## config.mk

```make
export PLATFORM = sky130hd
export DESIGN_NAME = qslp_fifo
export DESIGN_NICKNAME = d
export VERILOG_FILES = /design/src/rtl/core/qslp_pkg.sv /design/src/rtl/core/qslp_fifo.sv
export SDC_FILE = /design/constraint.sdc
export NUM_CORES = 1
export LEC_CHECK = 0
export BUFFER_PORTS_ARGS = -buffer_cell sky130_fd_sc_hd__buf_2
export CORE_MARGIN = 3
export CORE_UTILIZATION = 40
export CTS_BUF_LIST = sky130_fd_sc_hd__clkbuf_2 sky130_fd_sc_hd__clkbuf_4 sky130_fd_sc_hd__clkbuf_8
export CTS_CLUSTER_DIAMETER = 30
export DETAILED_ROUTE_END_ITERATION = 8
export GPL_TIMING_DRIVEN = 0
export SYNTH_ARGS = -nofsm -noshare
export SYNTH_HDL_FRONTEND = slang
export SYNTH_SLANG_ARGS = --single-unit
```

## constraint.sdc

```tcl
create_clock -name clk_i -period 2.55 [get_ports clk_i]
set_clock_uncertainty 0.2 [all_clocks]
set_input_delay 0.255 -clock clk_i [delete_from_list [all_inputs] [get_ports clk_i]]
set_output_delay 0.255 -clock clk_i [all_outputs]
set_load 0.05 [all_outputs]
```

## src/rtl/core/qslp_pkg.sv

```systemverilog
// ----------------------------------------------------------------------------
// qslp_pkg
// Shared types, constants and the arctangent table generator for the
// quaternion slerp block.
// ----------------------------------------------------------------------------
package qslp_pkg;

  localparam int unsigned CompW   = 18;
  localparam int unsigned NegW    = 19;
  localparam int unsigned FactW   = 17;
  localparam int unsigned ThrW    = 16;
  localparam int unsigned ProdW   = 36;
  localparam int unsigned DotW    = 38;
  localparam int unsigned DotFrac = 32;
  localparam int unsigned LinFrac = 16;
  localparam int unsigned QDepth  = 4;
  localparam int unsigned QPtrW   = $clog2(QDepth);
  localparam int unsigned QLvlW   = $clog2(QDepth + 1);

  localparam logic [FactW-1:0] FactOne = 17'd65536;
  localparam logic [ThrW-1:0]  ThrRst  = 16'd7;
  localparam int               SatMax  = 131071;
  localparam int               SatMin  = -131072;

  typedef logic signed [CompW-1:0] comp_t;
  typedef logic signed [NegW-1:0]  ecomp_t;

  typedef struct packed {
    comp_t  [3:0]     st;
    ecomp_t [3:0]     en;
    logic [FactW-1:0] fact;
    logic             lin;
  } item_t;

  typedef struct packed {
    logic             full;
    logic             empty;
    logic [QLvlW-1:0] level;
  } q_stat_t;

  // atan(2^-idx) in Q.frac, rounded to nearest
  function automatic longint unsigned atan_entry(int unsigned idx, int unsigned frac);
    longint unsigned acc;
    longint unsigned term;
    longint unsigned odd;
    longint unsigned rem;
    int              expn;
    acc = 64'd0;
    if (idx == 0) begin
      acc = 64'h3243_F6A8_885A_308D;
    end else begin
      for (int unsigned k = 0; k < 64; k++) begin
        odd  = longint'(2 * k + 1);
        expn = 62 - int'(idx * (2 * k + 1));
        if (expn >= 0) begin
          // long division of 2^expn by the odd term index
          term = 64'd0;
          rem  = 64'd0;
          for (int b = 63; b >= 0; b--) begin
            rem  = {rem[62:0], (b == expn)};
            term = {term[62:0], 1'b0};
            if (rem >= odd) begin
              rem     = rem - odd;
              term[0] = 1'b1;
            end
          end
          if (k[0]) begin
            acc = acc - term;
          end else begin
            acc = acc + term;
          end
        end
      end
    end
    return (acc + (64'd1 << (61 - frac))) >> (62 - frac);
  endfunction

endpackage

```

## src/rtl/core/qslp_fifo.sv

```systemverilog
// ----------------------------------------------------------------------------
// qslp_fifo
// Short queue between front and back; each side stalls on its own.
// ----------------------------------------------------------------------------
module qslp_fifo
  import qslp_pkg::*;
#(
  parameter int unsigned Width = 8
) (
  input  logic             clk_i,
  input  logic             rst_ni,
  input  logic             in_valid_i,
  output logic             in_ready_o,
  input  logic [Width-1:0] data_i,
  output logic             out_valid_o,
  input  logic             out_ready_i,
  output logic [Width-1:0] data_o,
  output q_stat_t          stat_o
);

  logic [Width-1:0] mem_q [QDepth];
  logic [QPtrW-1:0] wr_q, rd_q;
  logic [QLvlW-1:0] cnt_q;
  logic             push, pop, full, empty;

  assign full  = cnt_q == QLvlW'(QDepth);
  assign empty = cnt_q == '0;
  assign push  = in_valid_i & ~full;
  assign pop   = out_ready_i & ~empty;

  always_ff @(posedge clk_i or negedge rst_ni) begin
    if (!rst_ni) begin
      wr_q  <= '0;
      rd_q  <= '0;
      cnt_q <= '0;
    end else begin
      if (push) begin
        wr_q <= wr_q + 1'b1;
      end
      if (pop) begin
        rd_q <= rd_q + 1'b1;
      end
      if (push && !pop) begin
        cnt_q <= cnt_q + 1'b1;
      end else if (pop && !push) begin
        cnt_q <= cnt_q - 1'b1;
      end
    end
  end

  always_ff @(posedge clk_i) begin
    if (push) begin
      mem_q[wr_q] <= data_i;
    end
  end

  assign in_ready_o   = ~full;
  assign out_valid_o  = ~empty;
  assign data_o       = mem_q[rd_q];
  assign stat_o.full  = full;
  assign stat_o.empty = empty;
  assign stat_o.level = cnt_q;

endmodule

```

==> impl_results.md, run 1 <==
* Status: finished, final reports clean
* 1st-iter DRT viols at 42
* Remaining Overflow, GRT at 0
* Wire per inst at 13.77 um
* Post-synthesis sequential area ratio at 70.72%
* Setup Fix Bufs, Post-CTS at 0
* Worst-path fanout max at 5
* Vias in the first global route at 830
* Syn Inst Count at 82
* Die height at 69.38 um
* Critical path type: flop to flop
* Layout cells sized above 1 at 47.20%
* Starting density of the core at 42.60%
* Buf+Inv Stages, Crit Path at 1
* Chip width at 69.38 um
* PostCTS Resize Cnt at 0
* Largest net degree at the start of global routing at 14
* Pins Over Slew Limit at 0
* RSZ-0062 raised after global routing: no
* First-pass GRT wire length at 4022 um
* HPWL after detailed placement at 1630 um
* Max-cap violation count at 0
* Root buf cell: clkbuf_8
* Die ar. at 4813 um2
* Number of inserted diodes at 0
* CP max-delay cell: dfrtp_2
* FF+latch count, synth at 39
* Clk buf depth at 2
* Worst-Skew Late Latency at 290 ps
* Clk pin slew, worst setup/hold paths at 70 ps
* Final hold viol count at 0
* Via count at 800
* Final wirelength at 2382 um
* Initial antenna violation count at 0
* Final setup vio count at 0
* Period utilisation layout at 88.76%
* Min Clock Period, post-route at 2263 ps
* Number of I/O pins at 27
* Maximum clock rate at 441.8 MHz
* Most used cell, CP: xor2_1
* Mapped Nets at 100
* Mapped cell area at 1607 um2
* Critical path's top delay family: simple AND/OR/NAND/NOR gates
* Row Count at 22
* H-tree depth at 2
* Slowest Stage Delay on Critical Path at 450 ps
* Critical path launch point type: flop
* Most common cell after layout, fill and taps aside: edfxtp_1
* WP data required at 2570 ps
* CTS tree: built
* Placeable Area at 3771 um2
* Class of the worst hold path: input pin to flop
* Routed Antenna Nets at 0
* CTS Sinks at 39
* Avg Inst Size Synth at 19.59 um2
* Crit-path cells: or3_4 > nand2_1 > ha_1 > inv_1 > fa_1 > xor2_1 > nor2_1 > xor2_1
* Ys Warns at 0
* Cts bufs inserted at 5
* Area growth, synth to finish at 23.13%
* Total negative setup slack at 0 ps
* DR pass1 iterations at 3
* Final nets at 142
* Yosys cell types at 23
* Max-slew headroom at 61.97%
* Gr usage total at 11.27%
* Slew of the pin with the lowest slew margin at 570.4 ps
* DRC at 0
* Critical path arrival at 2280 ps
* GPL Wtd Cong at 0.6325
* Hold-fix buffers, CTS at 9
* PortBufs at 26
* Commonest cells after routing, fill and taps aside: edfxtp_1 (32), buf_2 (27), dlygate4sd3_1 (9)
* Worst setup EP type: flop
* Vias/cell at 4.624
logic make-up after synthesis:
family | after synthesis | synth area share [%]
simple gates | 11 | 4.673
fa+ha+maj | 6 | 5.140
buf+inv | 10 | 3.348
mux | 10 | 12.85
xor+xnor | 6 | 3.271
flops | 39 | 70.72
stage by stage:
stage | setup WS [ps] | hold WS [ps] | instances | instance area, um2 | util [%]
after global placement | 299.1 | -105.8 | 156 | 1799 | 47.71
final | 286.5 | 54.20 | 173 | 1978 | 52.46
after global routing | 93.90 | 67.59 | 173 | 1978 | 52.46
after detailed placement | 274.5 | -98.38 | 156 | 1799 | 47.71
after floorplan | 29.41 | -240.6 | 82 | 1609 | -
after CTS | 252.2 | 55.65 | 173 | 1978 | 52.46
final cells by class:
cell class	count	area (um2)
Buffer	5	35.03
Clock buffer	5	68.82
Clock inverter	3	20.02
Fill cell	302	1793
Inverter	5	18.77
Multi-Input combinational cell	33	416.7
Sequential cell	39	1139
Tap cell	48	60.06
Timing Repair Buffer	35	220.2
cell usage after synthesis:
cell type / n / area share [%]
edfxtp_1: 32 / 60
mux4_2: 8 / 11
dfrtp_1: 7 / 11
ha_1: 5 / 3.9
and2_2: 4 / 1.9
inv_1: 4 / 0.93
xnor2_1: 4 / 2.2
buf_4: 2 / 0.93
xor2_1: 2 / 1.1
buf_2: 1 / 0.31
buf_6: 1 / 0.70
clkbuf_1: 1 / 0.23
fa_1: 1 / 1.2
inv_2: 1 / 0.23
mux2_2: 1 / 0.70
mux2_4: 1 / 0.93
nand2_1: 1 / 0.23
nand2_2: 1 / 0.39
nand3_1: 1 / 0.31
nor2_1: 1 / 0.23
nor2_2: 1 / 0.39
nor2b_2: 1 / 0.55
or3_4: 1 / 0.70
tightest hold or removal path: cells and delay by family:
kind	cells	cell delay [ps]
buf+inv	1	100
simple gates	1	80
xor+xnor	1	60
flip-flops by register name, indices dropped and copies added, names as in the netlist:
signal and cells:
cnt_q 3, mem_q 32, rd_q 2, wr_q 2
layer usage:
layer | up-vias | track usage, % | part of all wire [%]
met4 | 0 | 4.555 | 1.8
met2 | 15 | 17.80 | 51
met1 | 395 | 13.82 | 42
met3 | 6 | 4.493 | 4.7
met5 | - | 0 | 0
li1 | 384 | - | -
worst paths after layout:
path,slack [ps],from,cells past startpoint,end
max in group asynchronous,1850,rst_ni,2,cnt_q[0]$_DFFE_PN0P_
min in group asynchronous,120,rst_ni,2,cnt_q[2]$_DFFE_PN0P_
worst max-delay path,290,cnt_q[1]$_DFFE_PN0P_,8,cnt_q[2]$_DFFE_PN0P_
worst max register to register,290,cnt_q[1]$_DFFE_PN0P_,8,cnt_q[2]$_DFFE_PN0P_
worst min-delay path,50,out_ready_i,3,rd_q[1]$_DFFE_PN0P_
worst min register to register,340,cnt_q[2]$_DFFE_PN0P_,1,cnt_q[2]$_DFFE_PN0P_
Power of run 1 is not shown: default switching activity piles up to over one toggle a cycle in this logic, so the estimate is an artifact.
==> inputs of run 2 (changes only) <==
CTS_BUF_LIST = unset   (was sky130_fd_sc_hd__clkbuf_2 sky130_fd_sc_hd__clkbuf_4 sky130_fd_sc_hd__clkbuf_8)
REMOVE_ABC_BUFFERS = 1   (was unset)
==> impl_results.md, run 2 (synthesis gave the netlist of run 1 again) <==
* DR pass1 iterations at 4
* Wire per inst at 14.78 um
* CP max-delay cell: dfrtp_1
* RSZ-0062 raised after global routing: no
* Clk pin slew, worst setup/hold paths at 70 ps
* Root buf cell: clkbuf_8
* Max-cap violation count at 0
* Final hold viol count at 0
* Clk buf depth at 2
* Layout cells sized above 1 at 43.33%
* Min Clock Period, post-route at 2314 ps
* Critical path arrival at 2330 ps
* Reg area at 1136 um2
* Remaining Overflow, GRT at 0
* Class of the worst hold path: input pin to flop
* Final nets at 137
* Critical path type: flop to flop
* DRC at 0
* 1st-iter DRT viols at 29
* Cts bufs inserted at 5
* Chip width at 69.38 um
* Area growth, synth to finish at 21.96%
* Worst-Skew Late Latency at 290 ps
* Most common cell after layout, fill and taps aside: edfxtp_1
* WP data required at 2560 ps
* Vias in the first global route at 864
* Gr usage total at 11.91%
* Top reg by flops: mem_q
* Slowest Stage Delay on Critical Path at 450 ps
* Die ar. at 4813 um2
* Most used cell, CP: xor2_1
* HPWL after detailed placement at 1639 um
* Die height at 69.38 um
* Number of inserted diodes at 0
* Largest regs: mem_q: 32 flops, cnt_q: 3 flops
* Row Count at 22
* Routed Antenna Nets at 0
* CTS Sinks at 39
* Initial antenna violation count at 0
* Largest net degree at the start of global routing at 13
* Final setup margin at 235.9 ps
* Number of I/O pins at 27
* CTS tree: built
* DP Worst Slack at 249.0 ps
* Area of the multi-input gates at 416.7 um2
* Starting density of the core at 42.60%
* Max reg flops at 32
* PostCTS Resize Cnt at 0
* Slew of the pin with the lowest slew margin at 588.5 ps
* Placeable Area at 3771 um2
* Fillers at 318
* Crit-path cells: or3_4 > nand2_1 > ha_1 > inv_1 > fa_1 > xor2_1 > nor2_1 > xor2_1
* Worst-path fanout max at 5
* Period utilisation layout at 90.75%
* Pins Over Slew Limit at 0
* Worst setup EP type: flop
* Final wirelength at 2483 um
* Via count at 786
* GPL Wtd Cong at 0.6640
* Vias/cell at 4.679
* First-pass GRT wire length at 4271 um
* Maximum clock rate at 432.1 MHz
* Final setup vio count at 0
* Critical path launch point type: flop
* Status: finished, final reports clean
* PortBufs at 26
* Max-slew headroom at 60.77%
* Commonest cells after routing, fill and taps aside: edfxtp_1 (32), buf_2 (26), dlygate4sd3_1 (9)
* Reg2reg setup slack at 240 ps
* H-tree depth at 2
run 2: changes by cell type in the layout (fill, tap and decap cells not counted):
cell	before	now
buf_6	1	0
clkinvlp_4	2	0
bufinv_16	0	1
clkinv_1	0	1
dfrtp_2	2	0
dfrtp_1	5	7
clkbuf_1	1	0
buf_4	2	0
buf_2	27	26
run 2: layout make-up:
type	count	area share [%]
Sequential cell	39	57.98
Clock buffer	5	3.512
Tap cell	48	3.065
Timing Repair Buffer	35	11.24
Multi-Input combinational cell	33	21.26
Inverter	5	0.9579
Clock inverter	3	1.980
run 2: path summary, 6_finish.rpt:
kind	from	end	cells past startpoint
max reg2reg	cnt_q[1]$_DFFE_PN0P_	cnt_q[2]$_DFFE_PN0P_	8
max in group asynchronous	rst_ni	cnt_q[0]$_DFFE_PN0P_	2
max	cnt_q[1]$_DFFE_PN0P_	cnt_q[2]$_DFFE_PN0P_	8
min reg2reg	cnt_q[2]$_DFFE_PN0P_	cnt_q[2]$_DFFE_PN0P_	1
min in group asynchronous	rst_ni	cnt_q[2]$_DFFE_PN0P_	2
min	out_ready_i	rd_q[1]$_DFFE_PN0P_	3
run 2: per-layer routing:
metal	vias up	GRT usage (%)	share of wire (%)
met5	-	0	0
met4	0	7.158	2.5
met3	7	3.623	4.1
met2	16	19.07	53
met1	388	14.05	41
li1	375	-	-
run 2: worst max-delay path: cells and delay by family, from the launching register on:
| kind | cells | cell delay (ps) |
|---|---|---|
| and+or+nand+nor | 3 | 660 |
| adders and majority gates | 2 | 570 |
| DFF | 1 | 450 |
| buffers and inverters | 1 | 60 |
| xor gates and xnor gates | 2 | 300 |
run 2: stage by stage:
step | util (%) | TNS (ps) | hold slack [ps] | cells | instance area (um2)
floorplan | - | -410.8 | -240.6 | 77 | 1572
global placement | 46.72 | 0 | -103.2 | 151 | 1762
detailed placement | 46.72 | 0 | -95.20 | 151 | 1762
CTS | 51.96 | 0 | 74.66 | 168 | 1959
global route | 51.96 | 0 | 86.13 | 168 | 1959
finish | 51.96 | 0 | 78.27 | 168 | 1959
run 2: repair_timing:
action / in CTS / in global routing
setup buffers: 0 / 0
hold endpoints to repair: 39 / 0
endpoints found under the setup margin: 0 / 0
hold buffers: 9 / 0
Power of run 2 is left out for the same reason.
